**config.mk**
```make
export PLATFORM = sky130hd
export DESIGN_NAME = go_back_n_arq_engine
export DESIGN_NICKNAME = d
export VERILOG_FILES = /design/src/rtl/core/gbn_pkg.sv /design/src/rtl/core/go_back_n_arq_engine.sv /design/src/rtl/core/gbn_dp.sv /design/src/rtl/core/gbn_ctrl.sv
export SDC_FILE = /design/constraint.sdc
export NUM_CORES = 1
export LEC_CHECK = 0
export BUFFER_PORTS_ARGS = -buffer_cell sky130_fd_sc_hd__buf_2
export CORE_AREA = 10 10 124 126
export DETAILED_ROUTE_END_ITERATION = 12
export DIE_AREA = 0 0 134 136
export HOLD_SLACK_MARGIN = 0.06
export MAX_ROUTING_LAYER = met4
export PLACE_DENSITY_LB_ADDON = 0.1
export SYNTH_ARGS = -nofsm -noshare
export SYNTH_HDL_FRONTEND = slang
export SYNTH_SLANG_ARGS = --single-unit
```
**constraint.sdc**
```tcl
create_clock -name clk -period 2.4 [get_ports clk]
set_input_delay 0 -clock clk [delete_from_list [all_inputs] [get_ports clk]]
set_output_delay 0 -clock clk [all_outputs]
set_load 0.03 [all_outputs]
```
**src/rtl/core/gbn_pkg.sv**
```systemverilog
package gbn_pkg;

  localparam int MAX_SEQ_DEF = 7;
  localparam int MAX_RESULTS = 9;
  localparam int RES_W = $clog2(MAX_RESULTS + 1);

  localparam logic [15:0] DATA_TO_RST = 16'd2000;
  localparam logic [15:0] ACK_TO_RST = 16'd500;
  localparam logic [9:0] MIN_FRAME_LEN = 10'd5;
  localparam logic [9:0] HDR_LEN = 10'd7;

  localparam logic [2:0] OP_PKT = 3'd0;
  localparam logic [2:0] OP_PHY = 3'd1;
  localparam logic [2:0] OP_FRAME = 3'd2;
  localparam logic [2:0] OP_DTO = 3'd3;
  localparam logic [2:0] OP_ATO = 3'd4;

  localparam logic [1:0] KIND_DATA = 2'd0;

  localparam logic REG_DATA_TO = 1'b0;
  localparam logic REG_ACK_TO = 1'b1;

  typedef enum logic [2:0] {
    ACT_NONE = 3'd0,
    ACT_DATA = 3'd1,
    ACT_ACK = 3'd2,
    ACT_DELIVER = 3'd3,
    ACT_STOP = 3'd4
  } action_t;

  typedef enum logic [2:0] {
    S_IDLE,
    S_DISPATCH,
    S_ACK,
    S_STOP,
    S_RESEND
  } state_t;

  typedef struct packed {
    logic    load;
    logic    emit;
    action_t act;
    logic    last;
    logic    inc_buf;
    logic    dec_buf;
    logic    set_ready;
    logic    clr_ready;
    logic    adv_next;
    logic    next_from_oldest;
    logic    adv_oldest;
    logic    adv_exp;
    logic    walk_max;
    logic    walk_cnt;
    logic    walk_dec;
  } cmd_t;

  typedef struct packed {
    logic [2:0] opcode;
    logic       kind_data;
    logic       frame_ok;
    logic       seq_match;
    logic       cnt_lt_max;
    logic       cnt_zero;
    logic       inwin;
    logic       inwin_next;
    logic       walk_one;
    logic       go;
  } status_t;

endpackage

```
**src/rtl/core/go_back_n_arq_engine.sv**
```systemverilog
// channel  | handshake            | contents
// ---------+----------------------+---------------------------------------------
// input    | in_valid / in_ready  | opcode, frame_kind, frame_seq, peer_ack,
//          |                      | frame_length, crc_good
// output   | out_valid / out_ready| action, seq_number, ack_number, timer_value,
//          |                      | payload_length, network_enable, last
// config   | cfg_wr_en            | cfg_index (0 data timeout, 1 ack timeout),
//          |                      | cfg_data
//
// One request at a time: the request is accepted, then dispatch issues the first
// result or none and the walk states issue the rest (9 results at most).
// Ack releases and timeout resends walk the window one sequence number a cycle.
// A stalled output holds the walk; the next request is taken while the final
// result still waits in the output register.
// rst is synchronous: sequence state, buffered count, ready flag and out_valid
// clear, timeouts return to 2000 and 500.
module go_back_n_arq_engine import gbn_pkg::*; #(
  parameter int MAX_SEQUENCE = MAX_SEQ_DEF,
  localparam int SW = $clog2(MAX_SEQUENCE + 1)
) (
  input  logic          clk,
  input  logic          rst,
  input  logic          cfg_wr_en,
  input  logic          cfg_index,
  input  logic [15:0]   cfg_data,
  input  logic          in_valid,
  output logic          in_ready,
  input  logic [2:0]    opcode,
  input  logic [1:0]    frame_kind,
  input  logic [SW-1:0] frame_seq,
  input  logic [SW-1:0] peer_ack,
  input  logic [9:0]    frame_length,
  input  logic          crc_good,
  output logic          out_valid,
  input  logic          out_ready,
  output logic [2:0]    action,
  output logic [SW-1:0] seq_number,
  output logic [SW-1:0] ack_number,
  output logic [15:0]   timer_value,
  output logic [9:0]    payload_length,
  output logic          network_enable,
  output logic          last
);

  cmd_t    cmd;
  status_t sts;

  gbn_ctrl u_ctrl (
    .clk      (clk),
    .rst      (rst),
    .in_valid (in_valid),
    .in_ready (in_ready),
    .sts      (sts),
    .cmd      (cmd)
  );

  gbn_dp #(
    .MAX_SEQUENCE (MAX_SEQUENCE)
  ) u_dp (
    .clk            (clk),
    .rst            (rst),
    .cfg_wr_en      (cfg_wr_en),
    .cfg_index      (cfg_index),
    .cfg_data       (cfg_data),
    .opcode         (opcode),
    .frame_kind     (frame_kind),
    .frame_seq      (frame_seq),
    .peer_ack       (peer_ack),
    .frame_length   (frame_length),
    .crc_good       (crc_good),
    .out_valid      (out_valid),
    .out_ready      (out_ready),
    .action         (action),
    .seq_number     (seq_number),
    .ack_number     (ack_number),
    .timer_value    (timer_value),
    .payload_length (payload_length),
    .network_enable (network_enable),
    .last           (last),
    .cmd            (cmd),
    .sts            (sts)
  );

endmodule

```
**src/rtl/core/gbn_dp.sv**
```systemverilog
module gbn_dp import gbn_pkg::*; #(
  parameter int MAX_SEQUENCE = MAX_SEQ_DEF,
  localparam int SW = $clog2(MAX_SEQUENCE + 1)
) (
  input  logic          clk,
  input  logic          rst,
  input  logic          cfg_wr_en,
  input  logic          cfg_index,
  input  logic [15:0]   cfg_data,
  input  logic [2:0]    opcode,
  input  logic [1:0]    frame_kind,
  input  logic [SW-1:0] frame_seq,
  input  logic [SW-1:0] peer_ack,
  input  logic [9:0]    frame_length,
  input  logic          crc_good,
  output logic          out_valid,
  input  logic          out_ready,
  output logic [2:0]    action,
  output logic [SW-1:0] seq_number,
  output logic [SW-1:0] ack_number,
  output logic [15:0]   timer_value,
  output logic [9:0]    payload_length,
  output logic          network_enable,
  output logic          last,
  input  cmd_t          cmd,
  output status_t       sts
);

  localparam logic [SW-1:0] SEQ_MAX = SW'(MAX_SEQUENCE);

  function automatic logic [SW-1:0] seq_inc(input logic [SW-1:0] k);
    return (k == SEQ_MAX) ? '0 : SW'(k + SW'(1));
  endfunction

  function automatic logic in_window(input logic [SW-1:0] a, input logic [SW-1:0] b,
                                     input logic [SW-1:0] c);
    return ((a <= b) && (b < c)) || ((c < a) && (a <= b)) || ((b < c) && (c < a));
  endfunction

  logic [15:0]    data_to, ack_to;
  logic [SW-1:0]  next_seq, oldest_seq, exp_seq, buf_cnt, walk;
  logic           phy_ready;
  logic [RES_W-1:0] res_cnt;
  logic [2:0]     lat_op;
  logic [1:0]     lat_kind;
  logic [SW-1:0]  lat_seq, lat_ack;
  logic [9:0]     lat_len;
  logic           lat_crc, lat_en;
  logic           drop, fire, en_calc, cnt_lt_max, in_ok, in_win0;
  logic           out_valid_next;

  assign cnt_lt_max = buf_cnt < SEQ_MAX;
  assign drop = res_cnt >= RES_W'(MAX_RESULTS);
  assign fire = cmd.emit && !drop;
  assign in_ok = (frame_length >= MIN_FRAME_LEN) && crc_good;
  assign in_win0 = in_window(oldest_seq, peer_ack, next_seq);

  always_comb begin
    unique case (opcode)
      OP_PKT: en_calc = 1'b0;
      OP_PHY: en_calc = cnt_lt_max;
      OP_FRAME: begin
        if (!in_ok) begin
          en_calc = phy_ready && cnt_lt_max;
        end else if (frame_kind == KIND_DATA) begin
          en_calc = 1'b0;
        end else begin
          en_calc = phy_ready && (cnt_lt_max || in_win0);
        end
      end
      OP_DTO: en_calc = (buf_cnt == '0) ? phy_ready : 1'b0;
      OP_ATO: en_calc = 1'b0;
      default: en_calc = phy_ready && cnt_lt_max;
    endcase
  end

  always_comb begin
    sts.opcode = lat_op;
    sts.kind_data = lat_kind == KIND_DATA;
    sts.frame_ok = (lat_len >= MIN_FRAME_LEN) && lat_crc;
    sts.seq_match = lat_seq == exp_seq;
    sts.cnt_lt_max = cnt_lt_max;
    sts.cnt_zero = buf_cnt == '0;
    sts.inwin = in_window(oldest_seq, lat_ack, next_seq);
    sts.inwin_next = in_window(seq_inc(oldest_seq), lat_ack, next_seq);
    sts.walk_one = walk == SW'(1);
    sts.go = !out_valid || out_ready || drop;
  end

  assign out_valid_next = fire ? 1'b1 : (out_ready ? 1'b0 : out_valid);

  always_ff @(posedge clk) begin
    if (rst) begin
      data_to <= DATA_TO_RST;
      ack_to <= ACK_TO_RST;
      next_seq <= '0;
      oldest_seq <= '0;
      exp_seq <= '0;
      buf_cnt <= '0;
      phy_ready <= 1'b0;
      out_valid <= 1'b0;
    end else begin
      if (cfg_wr_en && cfg_index == REG_DATA_TO) begin
        data_to <= cfg_data;
      end
      if (cfg_wr_en && cfg_index == REG_ACK_TO) begin
        ack_to <= cfg_data;
      end
      out_valid <= out_valid_next;
      if (cmd.inc_buf) begin
        buf_cnt <= SW'(buf_cnt + SW'(1));
      end else if (cmd.dec_buf && buf_cnt != '0) begin
        buf_cnt <= SW'(buf_cnt - SW'(1));
      end
      if (cmd.set_ready) begin
        phy_ready <= 1'b1;
      end else if (cmd.clr_ready) begin
        phy_ready <= 1'b0;
      end
      if (cmd.next_from_oldest) begin
        next_seq <= oldest_seq;
      end else if (cmd.adv_next) begin
        next_seq <= seq_inc(next_seq);
      end
      if (cmd.adv_oldest) begin
        oldest_seq <= seq_inc(oldest_seq);
      end
      if (cmd.adv_exp) begin
        exp_seq <= seq_inc(exp_seq);
      end
    end
  end

  // event latch, walk counter, result count
  always_ff @(posedge clk) begin
    if (cmd.load) begin
      lat_op <= opcode;
      lat_kind <= frame_kind;
      lat_seq <= frame_seq;
      lat_ack <= peer_ack;
      lat_len <= frame_length;
      lat_crc <= crc_good;
      lat_en <= en_calc;
      res_cnt <= '0;
    end else if (fire) begin
      res_cnt <= RES_W'(res_cnt + RES_W'(1));
    end
    if (cmd.walk_max) begin
      walk <= SEQ_MAX;
    end else if (cmd.walk_cnt) begin
      walk <= buf_cnt;
    end else if (cmd.walk_dec) begin
      walk <= SW'(walk - SW'(1));
    end
  end

  always_ff @(posedge clk) begin
    if (fire) begin
      action <= cmd.act;
      seq_number <= (cmd.act == ACT_DATA) ? next_seq :
                    (cmd.act == ACT_STOP) ? oldest_seq : '0;
      ack_number <= (exp_seq == '0) ? SEQ_MAX : SW'(exp_seq - SW'(1));
      timer_value <= (cmd.act == ACT_DATA) ? data_to :
                     (cmd.act == ACT_ACK) ? ack_to : 16'd0;
      payload_length <= (cmd.act == ACT_DELIVER && lat_len >= HDR_LEN) ?
                        10'(lat_len - HDR_LEN) : 10'd0;
      network_enable <= lat_en;
      last <= cmd.last || (res_cnt == RES_W'(MAX_RESULTS - 1));
    end
  end

`ifndef SYNTHESIS
  a_buf_bound: assert property (@(posedge clk) disable iff (rst) buf_cnt <= SEQ_MAX)
    else $error("buffered count above window");
  a_seq_bound: assert property (@(posedge clk) disable iff (rst)
    (next_seq <= SEQ_MAX) && (oldest_seq <= SEQ_MAX) && (exp_seq <= SEQ_MAX))
    else $error("sequence number out of range");
  a_no_overrun: assert property (@(posedge clk) disable iff (rst) cmd.emit |-> sts.go)
    else $error("result issued over a pending one");
  a_res_clear: assert property (@(posedge clk) disable iff (rst) cmd.load |=> res_cnt == '0)
    else $error("result count not cleared on new request");
`endif

endmodule

```
**src/rtl/core/gbn_ctrl.sv**
```systemverilog
module gbn_ctrl import gbn_pkg::*; (
  input  logic    clk,
  input  logic    rst,
  input  logic    in_valid,
  output logic    in_ready,
  input  status_t sts,
  output cmd_t    cmd
);

  state_t state, state_next;

  always_ff @(posedge clk) begin
    if (rst) begin
      state <= S_IDLE;
    end else begin
      state <= state_next;
    end
  end

  always_comb begin
    state_next = state;
    cmd = '0;
    cmd.act = ACT_NONE;
    in_ready = 1'b0;
    unique case (state)
      S_IDLE: begin
        in_ready = 1'b1;
        if (in_valid) begin
          cmd.load = 1'b1;
          state_next = S_DISPATCH;
        end
      end
      S_DISPATCH: begin
        if (sts.go) begin
          unique case (sts.opcode)
            OP_PKT: begin
              cmd.emit = 1'b1;
              cmd.last = 1'b1;
              if (sts.cnt_lt_max) begin
                cmd.act = ACT_DATA;
                cmd.inc_buf = 1'b1;
                cmd.clr_ready = 1'b1;
                cmd.adv_next = 1'b1;
              end
              state_next = S_IDLE;
            end
            OP_PHY: begin
              cmd.emit = 1'b1;
              cmd.last = 1'b1;
              cmd.set_ready = 1'b1;
              state_next = S_IDLE;
            end
            OP_FRAME: begin
              cmd.walk_max = 1'b1;
              if (!sts.frame_ok) begin
                cmd.emit = 1'b1;
                cmd.last = 1'b1;
                state_next = S_IDLE;
              end else if (sts.kind_data) begin
                if (sts.seq_match) begin
                  cmd.emit = 1'b1;
                  cmd.act = ACT_DELIVER;
                  cmd.adv_exp = 1'b1;
                end
                state_next = S_ACK;
              end else if (sts.inwin) begin
                state_next = S_STOP;
              end else begin
                cmd.emit = 1'b1;
                cmd.last = 1'b1;
                state_next = S_IDLE;
              end
            end
            OP_DTO: begin
              cmd.next_from_oldest = 1'b1;
              cmd.walk_cnt = 1'b1;
              if (sts.cnt_zero) begin
                cmd.emit = 1'b1;
                cmd.last = 1'b1;
                state_next = S_IDLE;
              end else begin
                state_next = S_RESEND;
              end
            end
            OP_ATO: begin
              cmd.emit = 1'b1;
              cmd.act = ACT_ACK;
              cmd.last = 1'b1;
              cmd.clr_ready = 1'b1;
              state_next = S_IDLE;
            end
            default: begin
              cmd.emit = 1'b1;
              cmd.last = 1'b1;
              state_next = S_IDLE;
            end
          endcase
        end
      end
      S_ACK: begin
        if (sts.go) begin
          cmd.emit = 1'b1;
          cmd.act = ACT_ACK;
          cmd.clr_ready = 1'b1;
          cmd.last = !sts.inwin;
          state_next = sts.inwin ? S_STOP : S_IDLE;
        end
      end
      S_STOP: begin
        if (sts.go) begin
          cmd.emit = 1'b1;
          cmd.act = ACT_STOP;
          cmd.dec_buf = 1'b1;
          cmd.adv_oldest = 1'b1;
          cmd.walk_dec = 1'b1;
          cmd.last = !sts.inwin_next || sts.walk_one;
          state_next = (!sts.inwin_next || sts.walk_one) ? S_IDLE : S_STOP;
        end
      end
      S_RESEND: begin
        if (sts.go) begin
          cmd.emit = 1'b1;
          cmd.act = ACT_DATA;
          cmd.clr_ready = 1'b1;
          cmd.adv_next = 1'b1;
          cmd.walk_dec = 1'b1;
          cmd.last = sts.walk_one;
          state_next = sts.walk_one ? S_IDLE : S_RESEND;
        end
      end
      default: begin
        state_next = S_IDLE;
      end
    endcase
  end

`ifndef SYNTHESIS
  a_one_load: assert property (@(posedge clk) disable iff (rst) cmd.load |=> !in_ready)
    else $error("second request taken before dispatch");
  a_emit_go: assert property (@(posedge clk) disable iff (rst) cmd.emit |-> sts.go)
    else $error("result issued while output stalled");
  a_last_idle: assert property (@(posedge clk) disable iff (rst)
    (cmd.emit && cmd.last) |=> in_ready)
    else $error("final result did not return to idle");
`endif

endmodule
```
=== After elaboration in Yosys (flattened, before gate mapping) ===
Index checks and enable logic that the tools add are counted.

* Output and inout port bits: 39
* Bits of input ports: 44
* Register bits: 116

* Add/sub/neg operators: 9
* Magnitude comparators: 12
* Equal/unequal tests: 27
* Reductions and logical operators: 49
* Bitwise gates (word level): 1
* Multiplexer cells: 78

{| class="wikitable"
|+ Operators with widths
! kind !! number
|-
| $mux W3 || 24
|-
| $mux W16 || 2
|-
| $mux W1 || 31
|-
| $ge A10 B3 Y1 const B || 3
|-
| $eq A3 B2 Y1 const B || 8
|-
| $eq A3 B3 Y1 const B || 7
|-
| $pmux W5 S4 || 1
|-
| $logic_and A1 B1 Y1 || 18
|-
| $eq A3 B1 Y1 const B || 5
|-
| $logic_not A3 Y1 || 5
|-
| $mux W5 || 3
|-
| $pmux W3 S5 || 1
|-
| $add A3 B1 Y3 const B || 4
|-
| $lt A3 B3 Y1 || 4
|-
| $logic_or A1 B1 Y1 || 11
|-
| $mux W2 || 5
|-
| $ne A2 B2 Y1 const B || 5
|-
| $reduce_bool A2 Y1 || 5
|-
| $sub A10 B3 Y10 const B || 1
|-
| $le A3 B3 Y1 || 3
|-
| $pmux W3 S3 || 1
|-
| $sub A3 B1 Y3 const B || 3
|-
| $mux W4 || 2
|-
| $pmux W1 S2 || 4
|-
| 15 further kinds || 20
|}

=== Logic depth before layout (Yosys ltp) ===
Gate-level depths: netlist (run 1).

* Word-level depth: 13
* Gate-level depth with buffers: 11
* Depth with buffers taken out: 11

=== Cells and area by module ===
From an unflattened synthesis (run 1), not the netlist that was laid out.

* Cells, all modules: 569
* Area total of the unflattened synthesis: 5729.2 µm²

{| class="wikitable"
|+ Modules (own cells, without submodules)
! module !! sequential area each (µm²) !! cells an instance !! times used !! area each (µm²)
|-
| gbn_dp || 2862.7 || 493 || 1 || 5157.4
|-
| gbn_ctrl || 60.1 || 76 || 1 || 571.8
|}

=== Worst setup path after synthesis (run 1) ===
Ideal clock, no wire load.

* Kind: register to register
* From: register u_dp.next_seq[2]
* To: register u_dp.ack_number[0], enable pin
* Library setup time: 0.392 ns
* Data required time: 2.008 ns
* Cell stages (with the launch flop): 9
* Clock period less this slack: 2.687 ns
* Data arrival time: 2.295 ns
* Path slack: -0.287 ns
* Cells stage by stage: dfxtp_1 -> inv_1 -> ha_1 -> nand2_1 -> o21ai_2 -> o2111ai_1 -> a31oi_2 -> o21ai_2 -> inv_1

* Cells in the longest elaborated chain, start to end: 11
* Elaborated cells between the ends (all ways): 14
* Those cells by class: order compare (2); mux (6); reduce/logical (6)

{| class="wikitable"
|+ RTL lines
! what !! line !! text
|-
| start, declared || gbn_dp.sv:41 || <nowiki>logic [SW-1:0] next_seq, oldest_seq, exp_seq, buf_cnt, walk;</nowiki>
|-
| start signal, assigned || gbn_dp.sv:121 || <nowiki>next_seq <= oldest_seq;</nowiki>
|-
| start signal, assigned || gbn_dp.sv:123 || <nowiki>next_seq <= seq_inc(next_seq);</nowiki>
|-
| $lt A3 B3 Y1 || gbn_dp.sv:37 || <nowiki>return ((a <= b) && (b < c)) || ((c < a) && (a <= b)) || ((b < c) && (c < a));</nowiki>
|-
| $logic_and A1 B1 Y1 || gbn_dp.sv:37 ||
|-
| $logic_or A1 B1 Y1 || gbn_dp.sv:37 ||
|-
| $logic_or A1 B1 Y1 (*) || gbn_dp.sv:37 ||
|-
| $mux W1 (*) || gbn_ctrl.sv:66 || <nowiki>end else if (sts.inwin) begin</nowiki>
|-
| $mux W1 (*) || gbn_ctrl.sv:59 || <nowiki>end else if (sts.kind_data) begin</nowiki>
|-
| $mux W1 (*) || gbn_ctrl.sv:55 || <nowiki>if (!sts.frame_ok) begin</nowiki>
|-
| $pmux W1 S2 (*) || gbn_ctrl.sv:35 || <nowiki>unique case (sts.opcode)</nowiki>
|-
| $mux W6 (*) || gbn_ctrl.sv:34 || <nowiki>if (sts.go) begin</nowiki>
|-
| $pmux W5 S4 (*) || gbn_ctrl.sv:25 || <nowiki>unique case (state)</nowiki>
|-
| $logic_and A1 B1 Y1 (*) || gbn_dp.sv:54 || <nowiki>assign fire = cmd.emit && !drop;</nowiki>
|-
| net u_dp.fire || gbn_dp.sv:49 || <nowiki>logic drop, fire, en_calc, cnt_lt_max, in_ok, in_win0;</nowiki>
|-
| end signal, assigned || gbn_dp.sv:162 || <nowiki>ack_number <= (exp_seq == '0) ? SEQ_MAX : SW'(exp_seq - SW'(1));</nowiki>
|-
| end, declared || gbn_dp.sv:20 || <nowiki>output logic [SW-1:0] ack_number,</nowiki>
|}

The timed path passes the listed nets; every way through them passes the cells marked *.
A chain may end at the register's enable or synchronous reset.

=== Worst setup path after layout (run 1) ===
* From: register u_dp.oldest_seq[1]
* To: register u_ctrl.state[1]

* Cells in the longest elaborated chain, start to end: 11
* Elaborated cells between the ends (all ways): 28
* Those cells by class: add/sub (1); order compare (4); eq/ne (1); mux (10); reduce/logical (12)

{| class="wikitable"
|+ RTL lines
! what !! line !! text
|-
| start, declared || gbn_dp.sv:41 ||
|-
| start signal, assigned || gbn_dp.sv:126 || <nowiki>oldest_seq <= seq_inc(oldest_seq);</nowiki>
|-
| $add A3 B1 Y3 or $eq A3 B3 Y1 (tied branches) || gbn_dp.sv:32 || <nowiki>return (k == SEQ_MAX) ? '0 : SW'(k + SW'(1));</nowiki>
|-
| $mux W3 || gbn_dp.sv:32 ||
|-
| $le A3 B3 Y1 or $lt A3 B3 Y1 (tied branches) || gbn_dp.sv:37 ||
|-
| $logic_and A1 B1 Y1 || gbn_dp.sv:37 ||
|-
| $logic_or A1 B1 Y1 (2 in series) || gbn_dp.sv:37 ||
|-
| $logic_not A1 Y1 || gbn_ctrl.sv:117 || <nowiki>state_next = (!sts.inwin_next || sts.walk_one) ? S_IDLE : S_STOP;</nowiki>
|-
| $logic_or A1 B1 Y1 || gbn_ctrl.sv:117 ||
|-
| $mux W2 || gbn_ctrl.sv:117 ||
|-
| $mux W3 || gbn_ctrl.sv:110 || <nowiki>if (sts.go) begin</nowiki>
|-
| $pmux W3 S5 (*) || gbn_ctrl.sv:25 ||
|-
| end signal, assigned || gbn_ctrl.sv:16 || <nowiki>state <= state_next;</nowiki>
|-
| end, declared || gbn_ctrl.sv:10 || <nowiki>state_t state, state_next;</nowiki>
|}

Every way passes the cells marked *; elsewhere a longest branch is shown, timed or not. The select of a mux whose other input is x is not followed.

==> results of run 1 <==
-- metal layers --
| metal | global-route usage, % | routed length, um | share of wire (%) |
|---|---|---|---|
| met3 | 3.985 | 712 | 5.0 |
| met2 | 27.45 | 7215 | 50 |
| met5 | - | 0 | 0 |
| met4 | 8.041 | 357 | 2.5 |
| met1 | 18.12 | 6044 | 42 |
-- Yosys cell counts (all sizes together), types with 4 or more instances --
cell    number
nand3       10
nor2        39
buf          7
inv         32
nand2b       9
nor3        10
nor4         4
a211oi       5
xor2         8
or3          4
nor3b        5
mux2i        6
clkbuf      14
ha          34
a21oi       41
dfxtp       56
a31oi        6
nand2       92
nand3b      13
xnor2        7
a22o        17
edfxtp      60
o21ai       22
nor2b        9
-- cells by family (layout without fill, tap and decap cells) --
logic type	count (synthesis)	in the layout	share of synthesized area [%]
adders and majority gates	38	38	8.326
DFF	116	116	51.18
and+or+nand+nor	210	210	18.71
buffers and inverters	53	217	3.878
AOI/OAI and AO/OA	117	117	14.29
other	0	1	0
muxes	7	7	1.315
xor gates and xnor gates	15	15	2.301
-- worst max-delay path: cells and delay by family (launching register included) --
kind            cells  cell delay, ps
compound gates      5             730
simple gates        2             250
flops               1             360
buf+inv             2             220
fa+ha+maj           3             650
-- sequential cells by signal, indices dropped and copies added (netlist names), 2 cells and up --
register             flops
u_dp.ack_to             16
u_dp.data_to            16
u_dp.timer_value        16
u_dp.lat_len            10
u_dp.payload_length     10
u_dp.res_cnt             4
u_ctrl.state             3
u_dp.ack_number          3
u_dp.action              3
u_dp.buf_cnt             3
u_dp.exp_seq             3
u_dp.lat_ack             3
u_dp.lat_op              3
u_dp.lat_seq             3
u_dp.next_seq            3
u_dp.oldest_seq          3
u_dp.seq_number          3
u_dp.walk                3
u_dp.lat_kind            2
-- area by class of cell --
class | instances | area, um2
Fill cell | 1125 | 5364
Tap cell | 176 | 220.2
Sequential cell | 116 | 2933
Inverter | 32 | 126.4
Timing Repair Buffer | 153 | 1056
Antenna cell | 1 | 2.502
Multi-Input combinational cell | 387 | 2696
Clock buffer | 24 | 481.7
Clock inverter | 8 | 100.1
-- power groups by stage --
| stage | logic [mW] | registers, mW | clock network [mW] |
|---|---|---|---|
| after detailed placement | 0.553 | 2.29 | 0 |
| final | 0.618 | 2.25 | 2.47 |
| after global placement | 0.537 | 2.28 | 0 |
| after CTS | 0.607 | 2.25 | 2.50 |
| after global routing | 0.691 | 2.26 | 2.60 |
| after floorplan | 0.344 | 2.29 | 0 |
-- path summary, 6_finish.rpt --
check                           slack [ps]               start                   to
worst max-delay path                    80  u_dp.oldest_seq[1]      u_ctrl.state[1]
worst max register to register          80  u_dp.oldest_seq[1]      u_ctrl.state[1]
worst min register to register         430         u_dp.lat_en  u_dp.network_enable
worst min-delay path                   110                 rst   u_dp.oldest_seq[0]
-- what timing repair did --
action / in CTS / in global routing
hold endpoints to repair: 58 / 0
buffers inserted: 0 / 0
endpoints found under the setup margin: 1 / 40
hold buffers: 40 / 0
pin swaps: 0 / 3
gates resized for setup: 1 / 13
==> results_dict.tcl, run 1 <==
set metrics [dict create \
    status "completed" \
    ir_drop_v 0.0003124 \
    period_minus_slack_ps 2323 \
    hold_class "input port to flop" \
    synth_top_area_cell "edfxtp_1" \
    combinationalPowerShare_pct 11.6 \
    dieWidth_um 134 \
    cp.required_ps 2680 \
    dr.pass1.iters 6 \
    ant_nets 0 \
    critPathLaunchType "flop" \
    whs_path_depth 2 \
    areaGrowthSynthToFinish_pct 33.37 \
    drt_iter0_markers 341 \
    dieArea_mm2 0.01822 \
    criticalPathCategory "flop to flop" \
    overflow 0 \
    grt_pass1_wl_mm 23.20 \
    cts_buffers 17 \
    final_common_cell "nand2_1" \
    cap_violations 0 \
    netlist.area_leader.share_pct 31.55 \
    start_util_pct 43.99 \
    clock.fmax_mhz 430.4 \
    hpwl_mm 9.883 \
    io_buffers 82 \
    setup_violations 0 \
    power_frac_clock_pct 46.3 \
    power_mw 5.334 \
    internal-power_mw 4.069 \
    cpPeakStageDelay_ps 360 \
    antenna_found_initial 0 \
    synth.avg_cell_area_um2 10.27 \
    leakage_nw 3.163 \
    synth.net_count 635 \
    crit_top_cell "ha_2" \
    clockBufferDepth 2 \
    synth_sequential_area_ratio_pct 51.18 \
    swShare_pct 23.70 \
    cp_slowest_cell "dfxtp_2" \
    fin_ws_ps 76.52 \
    clk_pin_slew_ps 50 \
    netlist_area_mm2 0.005710 \
    yosys_warnings 0 \
    finalNetCount 786 \
    via_per_inst 5.157 \
    critPathArrivalTime_ps 2610 \
    track_usage_pct 16.43 \
    fin_util_pct 58.68 \
    num_rows 42 \
    final_cells 897 \
    synthTopCellsByArea "edfxtp_1 32%, dfxtp_1 20%, ha_1 7.4%, nand2_1 6.0%, a21oi_1 3.4%" \
    dp_worst_setup_slack_ps -8.109 \
    async_flop_share_pct 0 \
    drt_wl_total_mm 14.33 \
    cts_tree "done" \
    vias 4626 \
    whs_ps 114.9 \
    finalHoldViolCount 0 \
    htreeDepth 4 \
    worstRegToRegCells 12 \
    synth_cell_types 70 \
    cp-end-kind "flop" \
    rsz0062_at_grt "true" \
    slew_headroom_pct 50.91 \
    postSynthRegisterBits 116 \
    cp_max_fo 4 \
    final.period_utilization_pct 96.81 \
    tightest_slew_ps 736.3 \
    core_area_mm2 0.01298 \
    dominantRegCellSynth "edfxtp_1" \
    synth_edf_count 60 \
    finalSetupTns_ps 0 \
    clock_skew_ps 7.391 \
    final_max_slew_viol_count 0 \
    netlist_instances 556 \
    p_switching_mw 1.264 \
    clock-sinks 116 \
    p_seq_share_pct 42.1 \
    fin_area_mm2 0.007616 \
    drive_above_1_share_pct 27.36 \
    path_cells "ha_2 -> ha_2 -> nand2b_4 -> inv_1 -> ha_1 -> nor2b_4 -> o21ai_1 -> a32oi_1 -> buf_4 -> a211oi_2 -> o41ai_2 -> a211oi_1" \
    grt_pass1_vias 4715 \
    dpl_cell_area_mm2 0.006574 \
    final_cell_mix "92 x nand2_1, 82 x buf_2, 60 x edfxtp_1" \
    drc 0 \
    placed_cells 824 \
    io_pins 83 \
    die_y_um 136 \
    power_density_mw_per_mm2 700.3 \
    gp_congestion 0.8535 \
    grt_max_degree 37 \
    cts_root_buffer "clkbuf_16" \
    routedWlPerCell_um 15.98 \
    clk_latency_ps 410 \
]
Note: power is estimated with default switching activity, not from simulation.
==> run 2: changes to the inputs <==
--- a/config.mk
+++ b/config.mk
@@ -6,9 +6,9 @@
 export NUM_CORES = 1
 export LEC_CHECK = 0
 export BUFFER_PORTS_ARGS = -buffer_cell sky130_fd_sc_hd__buf_2
-export CORE_AREA = 10 10 124 126
+export CORE_AREA = 2 2 116 118
 export DETAILED_ROUTE_END_ITERATION = 12
-export DIE_AREA = 0 0 134 136
+export DIE_AREA = 0 0 118 120
 export HOLD_SLACK_MARGIN = 0.06
 export MAX_ROUTING_LAYER = met4
 export PLACE_DENSITY_LB_ADDON = 0.1
==> run 2 against run 1 <==
Maximum frequency grew 0.95%. Design area grew 0.58%. Largest power group unchanged. Combinational power is essentially flat. Non-clock buffer count grew 2. Flip-flop and latch count is the same. Clock power shrank 2%. Critical endpoint unchanged. Sequential power is essentially flat. Critical path depth is the same. Hold slack lost 17 ps. First-iteration DRC count shrank 7.3%. Global-route usage grew 4.2 points. Critical path type unchanged. Largest cell class unchanged. Count of clock-buffer cells in the layout shrank 4.
==> results_dict.tcl, run 2 (synthesis results as in run 1) <==
set metrics [dict create \
    routedWlPerCell_um 15.24 \
    drt_iter0_markers 316 \
    io_buffers 82 \
    tightest_slew_ps 741.6 \
    clock.fmax_mhz 434.5 \
    dieArea_mm2 0.01416 \
    overflow 0 \
    die_y_um 120 \
    whs_path_depth 2 \
    gp_congestion 0.8677 \
    placed_cells 821 \
    reg_top3 "u_dp.ack_to x16, u_dp.data_to x16, u_dp.timer_value x16" \
    clockBufferDepth 2 \
    dp_worst_setup_slack_ps -26.64 \
    dieWidth_um 118 \
    clock-sinks 116 \
    cts_root_buffer "clkbuf_16" \
    ir_drop_v 0.0004510 \
    fin_area_mm2 0.007660 \
    antenna_found_initial 0 \
    grt.met3_usage_pct 6.511 \
    final_cell_mix "92 x nand2_1, 82 x buf_2, 60 x edfxtp_1" \
    criticalPathCategory "flop to flop" \
    dpl_cell_area_mm2 0.006576 \
    drive_above_1_share_pct 28.25 \
    grt_most_used_layer "met2" \
    hpwl_mm 9.351 \
    final_common_cell "nand2_1" \
    final_max_slew_viol_count 0 \
    clk_latency_ps 420 \
    reg2reg_slack_ps 100 \
    min_to "u_dp.buf_cnt[1]" \
    leakage_nw 3.174 \
    dr.pass1.iters 5 \
    finalNetCount 788 \
    ant_nets 0 \
    worstHoldStart "rst" \
    status "completed" \
    num_rows 42 \
    r2r_end "u_ctrl.state[1]" \
    multiInputGateArea_mm2 0.002706 \
    hold_class "input port to flop" \
    n_antenna_cell 0 \
    drc 0 \
    critPathArrivalTime_ps 2570 \
    rr_startpoint "u_dp.oldest_seq[0]" \
    whs_ps 98.10 \
    drt_wl_total_mm 13.68 \
    final_cells 898 \
    fin_ws_ps 98.50 \
    grt_max_degree 34 \
    cap_violations 0 \
    final.period_utilization_pct 95.90 \
    slew_headroom_pct 50.56 \
    regArea_mm2 0.002933 \
    areaGrowthSynthToFinish_pct 34.14 \
    fillers 1125 \
    clock_skew_ps 12.59 \
    period_minus_slack_ps 2302 \
    worstRegToRegCells 12 \
    cts_tree "done" \
    grt_pass1_wl_mm 22.02 \
    power_density_mw_per_mm2 690.3 \
    cts_buffers 17 \
    grtUsageMet1_pct 23.79 \
    htreeDepth 4 \
    cp.required_ps 2670 \
    via_per_inst 5.137 \
    core_area_mm2 0.01298 \
    start_util_pct 43.99 \
    cp_max_fo 2 \
    cp-end-kind "flop" \
    io_pins 83 \
    track_usage_pct 20.66 \
    setup_violations 0 \
    vias 4613 \
    grt_pass1_vias 4555 \
    finalHoldViolCount 0 \
    use_met2_pct 34.41 \
    critPathLaunchType "flop" \
    clk_pin_slew_ps 50 \
]
run 2: power by group:
| group | internal (mW) | switching [mW] | leakage (nW) |
|---|---|---|---|
| clock | 1.53 | 0.893 | 0.288 |
| sequential | 2.19 | 0.0592 | 1.06 |
| combinational | 0.279 | 0.339 | 1.82 |
| total | 4.00 | 1.29 | 3.17 |
run 2: layout make-up:
cell class	instances	share of cell area, %
clock buffer	20	6.240
clock inverter	12	1.307
inverter	32	1.650
multi-input combinational	387	35.33
sequential	116	38.29
tap	176	2.875
timing repair buffer	155	14.31
run 2: how the worst max path moves through the flow:
stage / startpoint / to
2_1_floorplan: u_dp.next_seq[2] / u_dp.ack_number[0]
3_3_place_gp: u_dp.oldest_seq[0] / u_dp.last
3_5_place_dp: u_dp.oldest_seq[0] / u_dp.last
4_1_cts: u_dp.oldest_seq[0] / u_ctrl.state[1]
5_1_grt: u_dp.oldest_seq[0] / u_ctrl.state[1]
6_report: u_dp.oldest_seq[0] / u_ctrl.state[1]
run 2: timing repair:
item / CTS / global route
pin swaps: 4 / 4
buffers inserted: 1 / 4
endpoints found under the setup margin: 2 / 41
gates resized for setup: 3 / 12
endpoints found under the hold margin: 58 / 0
hold buffers: 40 / 0
run 2: metrics by stage:
step / setup TNS, ps / power (mW) / util, %
after floorplan: -1269 / 2.635 / -
after global placement: 0 / 2.822 / 50.67
after detailed placement: -26.64 / 2.842 / 50.67
after CTS: 0 / 5.333 / 58.29
after global routing: -22.46 / 5.507 / 59.01
final: 0 / 5.288 / 59.01
run 2: metal layers:
layer  vias to the layer above  part of all wire [%]
met3                        16                   5.1
met5                         -                     0
met2                       120                    51
li1                       2287                     -
met4                         0                   1.5
met1                      2190                    43
run 2: critical path, stage by stage (launching register included):
cell	delay, ps
dfxtp_2	360
ha_4	150
ha_4	130
nand2b_4	120
inv_1	50
ha_1	280
nor2b_1	130
o21ai_0	80
a32oi_1	230
buf_4	170
nor3_1	50
o41ai_2	310
a211oi_1	110
==> run 3: changes to the inputs <==
--- a/config.mk
+++ b/config.mk
@@ -5,10 +5,12 @@
 export SDC_FILE = /design/constraint.sdc
 export NUM_CORES = 1
 export LEC_CHECK = 0
+export ABC_AREA = 1
 export BUFFER_PORTS_ARGS = -buffer_cell sky130_fd_sc_hd__buf_2
-export CORE_AREA = 2 2 116 118
+export CORE_AREA = 2 2 115 117
 export DETAILED_ROUTE_END_ITERATION = 12
-export DIE_AREA = 0 0 118 120
+export DIE_AREA = 0 0 117 119
+export GPL_TIMING_DRIVEN = 0
 export HOLD_SLACK_MARGIN = 0.06
 export MAX_ROUTING_LAYER = met4
 export PLACE_DENSITY_LB_ADDON = 0.1
==> run 3 against run 2 <==
Area after synthesis fell by 1.2%. Non-clock buffer count fell by 18. Critical endpoint is now u_dp.buf_cnt[2]. Sequential power rose by 4%. Combinational power rose by 31%. Die area fell by 1.7%. Critical path type unchanged. Utilization fell by 2.1 points. Synthesized cell count rose by 12%.
==> results_dict.tcl, run 3 <==
set metrics [dict create \
    drt_iter0_markers 343 \
    min_to "u_dp.ack_to[9]" \
    grt_pass1_vias 4578 \
    cts_tree "done" \
    cp_max_fo 7 \
    muxShareOfSynthArea_pct 0 \
    reg_top3 "u_dp.ack_to x16, u_dp.data_to x16, u_dp.timer_value x16" \
    worstRegToRegCells 10 \
    grt_pass1_wl_mm 21.76 \
    core_area_mm2 0.01287 \
    ir_drop_v 0.0004927 \
    finalHoldViolCount 0 \
    drive_above_1_share_pct 19.79 \
    synth.most_common_cell "nand2_1" \
    dr.pass1.iters 5 \
    dieArea_mm2 0.01392 \
    cap_violations 0 \
    final_max_slew_viol_count 0 \
    cpPeakStageDelay_ps 420 \
    worstHoldStart "cfg_wr_en" \
    drt_wl_total_mm 13.35 \
    reg2reg_slack_ps 150 \
    cp-end-kind "flop" \
    hold_class "input port to flop" \
    slew_headroom_pct 61.94 \
    clock.fmax_mhz 444.4 \
    final_cell_mix "108 x nand2_1, 85 x nor2_1, 81 x buf_2" \
    postSynthRegisterBits 116 \
    clock-sinks 116 \
    gp_congestion 0.8576 \
    setup_violations 0 \
    ant_nets 0 \
    criticalPathCategory "flop to flop" \
    yosys-top-cells-count "108 x nand2_1, 85 x nor2_1, 68 x inv_1, 60 x edfxtp_1, 56 x dfxtp_1" \
    htreeDepth 4 \
    power_density_mw_per_mm2 763.6 \
    final_common_cell "nand2_1" \
    overflow 0 \
    areaGrowthSynthToFinish_pct 29.90 \
    cp_slowest_cell "fa_2" \
    cts_root_buffer "clkbuf_16" \
    antenna_found_initial 0 \
    whs_path_depth 4 \
    hpwl_mm 9.103 \
    path_cells "inv_1 -> ha_1 -> nand3_4 -> a21oi_4 -> nor2_8 -> nand2_2 -> fa_2 -> or2_2 -> a21oi_1 -> nor2_1" \
    yosys_warnings 0 \
    drc 0 \
    critPathArrivalTime_ps 2560 \
    grt_max_degree 39 \
    synth_sequential_area_ratio_pct 51.82 \
    dieWidth_um 117 \
    fillers 1162 \
    synth_top_family_by_area "simple AND/OR/NAND/NOR gates" \
    synth.avg_cell_area_um2 9.097 \
    leakage_nw 3.245 \
    power_mw 5.595 \
    num_rows 42 \
    async_flop_share_pct 0 \
    tightest_slew_ps 571.0 \
    synthSimpleGateAreaFrac_pct 20.65 \
    die_y_um 119 \
    dominantRegCellSynth "edfxtp_1" \
    synth_top_area_cell "edfxtp_1" \
    track_usage_pct 21.01 \
    synthTopCellsByArea "edfxtp_1 32%, dfxtp_1 20%, ha_1 7.5%, nand2_1 7.2%, nor2_1 5.7%" \
    critPathBufInv 1 \
    netlist_area_mm2 0.005640 \
    start_util_pct 43.81 \
    clockBufferDepth 2 \
    clock_skew_ps 7.696 \
    cp_top_family "simple AND/OR/NAND/NOR gates" \
    synth_edf_count 60 \
    vias 4679 \
    period_minus_slack_ps 2250 \
    fin_util_pct 56.91 \
    routedWlPerCell_um 13.99 \
    netlist.area_leader.share_pct 31.94 \
    rr_startpoint "u_dp.res_cnt[1]" \
    cp.required_ps 2710 \
    r2r_end "u_dp.buf_cnt[2]" \
    finalNetCount 844 \
    clk_latency_ps 420 \
    netlist_instances 620 \
    io_buffers 81 \
    status "completed" \
    final.period_utilization_pct 93.76 \
    clk_pin_slew_ps 60 \
    critPathLaunchType "flop" \
    synth.net_count 699 \
    synth_cell_types 43 \
    via_per_inst 4.905 \
    synth-compound-area-share_pct 11.71 \
    io_pins 83 \
    synth_xor_area_share_pct 1.863 \
    cts_buffers 17 \
    n_antenna_cell 0 \
    synthAdderAreaFrac_pct 7.897 \
]
==> run 3: layer usage <==
layer	share of wire, %	global-route usage, %	up-vias	routed length [um]
met3	3.7	4.071	14	498
met4	1.6	8.750	0	208
met1	46	26.00	2169	6096
met5	0	-	-	0
met2	49	33.56	105	6548
li1	-	-	2391	-
==> run 3: what timing repair did <==
item	4_1_cts	5_1_grt
hold buffers	42	0
endpoints found under the hold margin	59	0
endpoints found under the setup margin	38	55
gates resized for setup	3	13
setup buffers	0	3
pin swaps	0	2
==> run 3: kinds of logic after synthesis <==
logic type / Yosys count
AOI/OAI and AO/OA: 106
buffers and inverters: 88
DFF: 116
and+or+nand+nor: 263
adders and majority gates: 35
xor gates and xnor gates: 12
==> run 3: cell type report <==
cell class	count	area [um2]	share of cell area (%)
clock inverters	9	61.31	0.8367
plain buffers	11	52.55	0.7172
inverters	77	309.0	4.218
repair buffers	126	848.3	11.58
well taps	176	220.2	3.005
flip-flops and latches	116	2929	39.98
multi-input cells	416	2395	32.68
clock buffers	23	511.7	6.984
==> run 3: through the flow <==
step	cell area, um2	setup TNS (ps)	instances	hold WS [ps]	worst slack, ps
3_3_place_gp	6266	-14360	877	176.9	-387.3
3_5_place_dp	6266	-15490	877	181.1	-415.1
5_1_grt	7327	-19.60	954	133.3	-5.618
4_1_cts	7267	0	951	71.43	1.458
6_report	7327	0	954	88.66	149.8
2_1_floorplan	5640	0	620	98.87	162.5
==> run 3: worst min-delay path, cell delays in order <==
cell	delay, ps
buf_2	110
nand2_1	180
o21ai_0	110
nor2_1	80
==> run 3: power by group <==
group	internal, mW	switching [mW]
Clock	1.51	0.923
Combinational	0.295	0.515
Sequential	2.26	0.0917
Total	4.07	1.53
==> run 3: worst max-delay path by stage <==
stage | startpoint | end | slack [ps] | cells after the start
3_5_place_dp | u_dp.oldest_seq[0] | u_dp.action[2] | -420 | 12
5_1_grt | u_dp.res_cnt[1] | u_dp.action[2] | -6 | 12
4_1_cts | u_ctrl.state[1] | u_ctrl.state[0] | 1 | 9
6_report | u_dp.res_cnt[1] | u_dp.buf_cnt[2] | 150 | 10
3_3_place_gp | u_dp.oldest_seq[0] | u_dp.action[2] | -390 | 12
2_1_floorplan | u_dp.res_cnt[0] | u_dp.ack_number[0] | 160 | 11
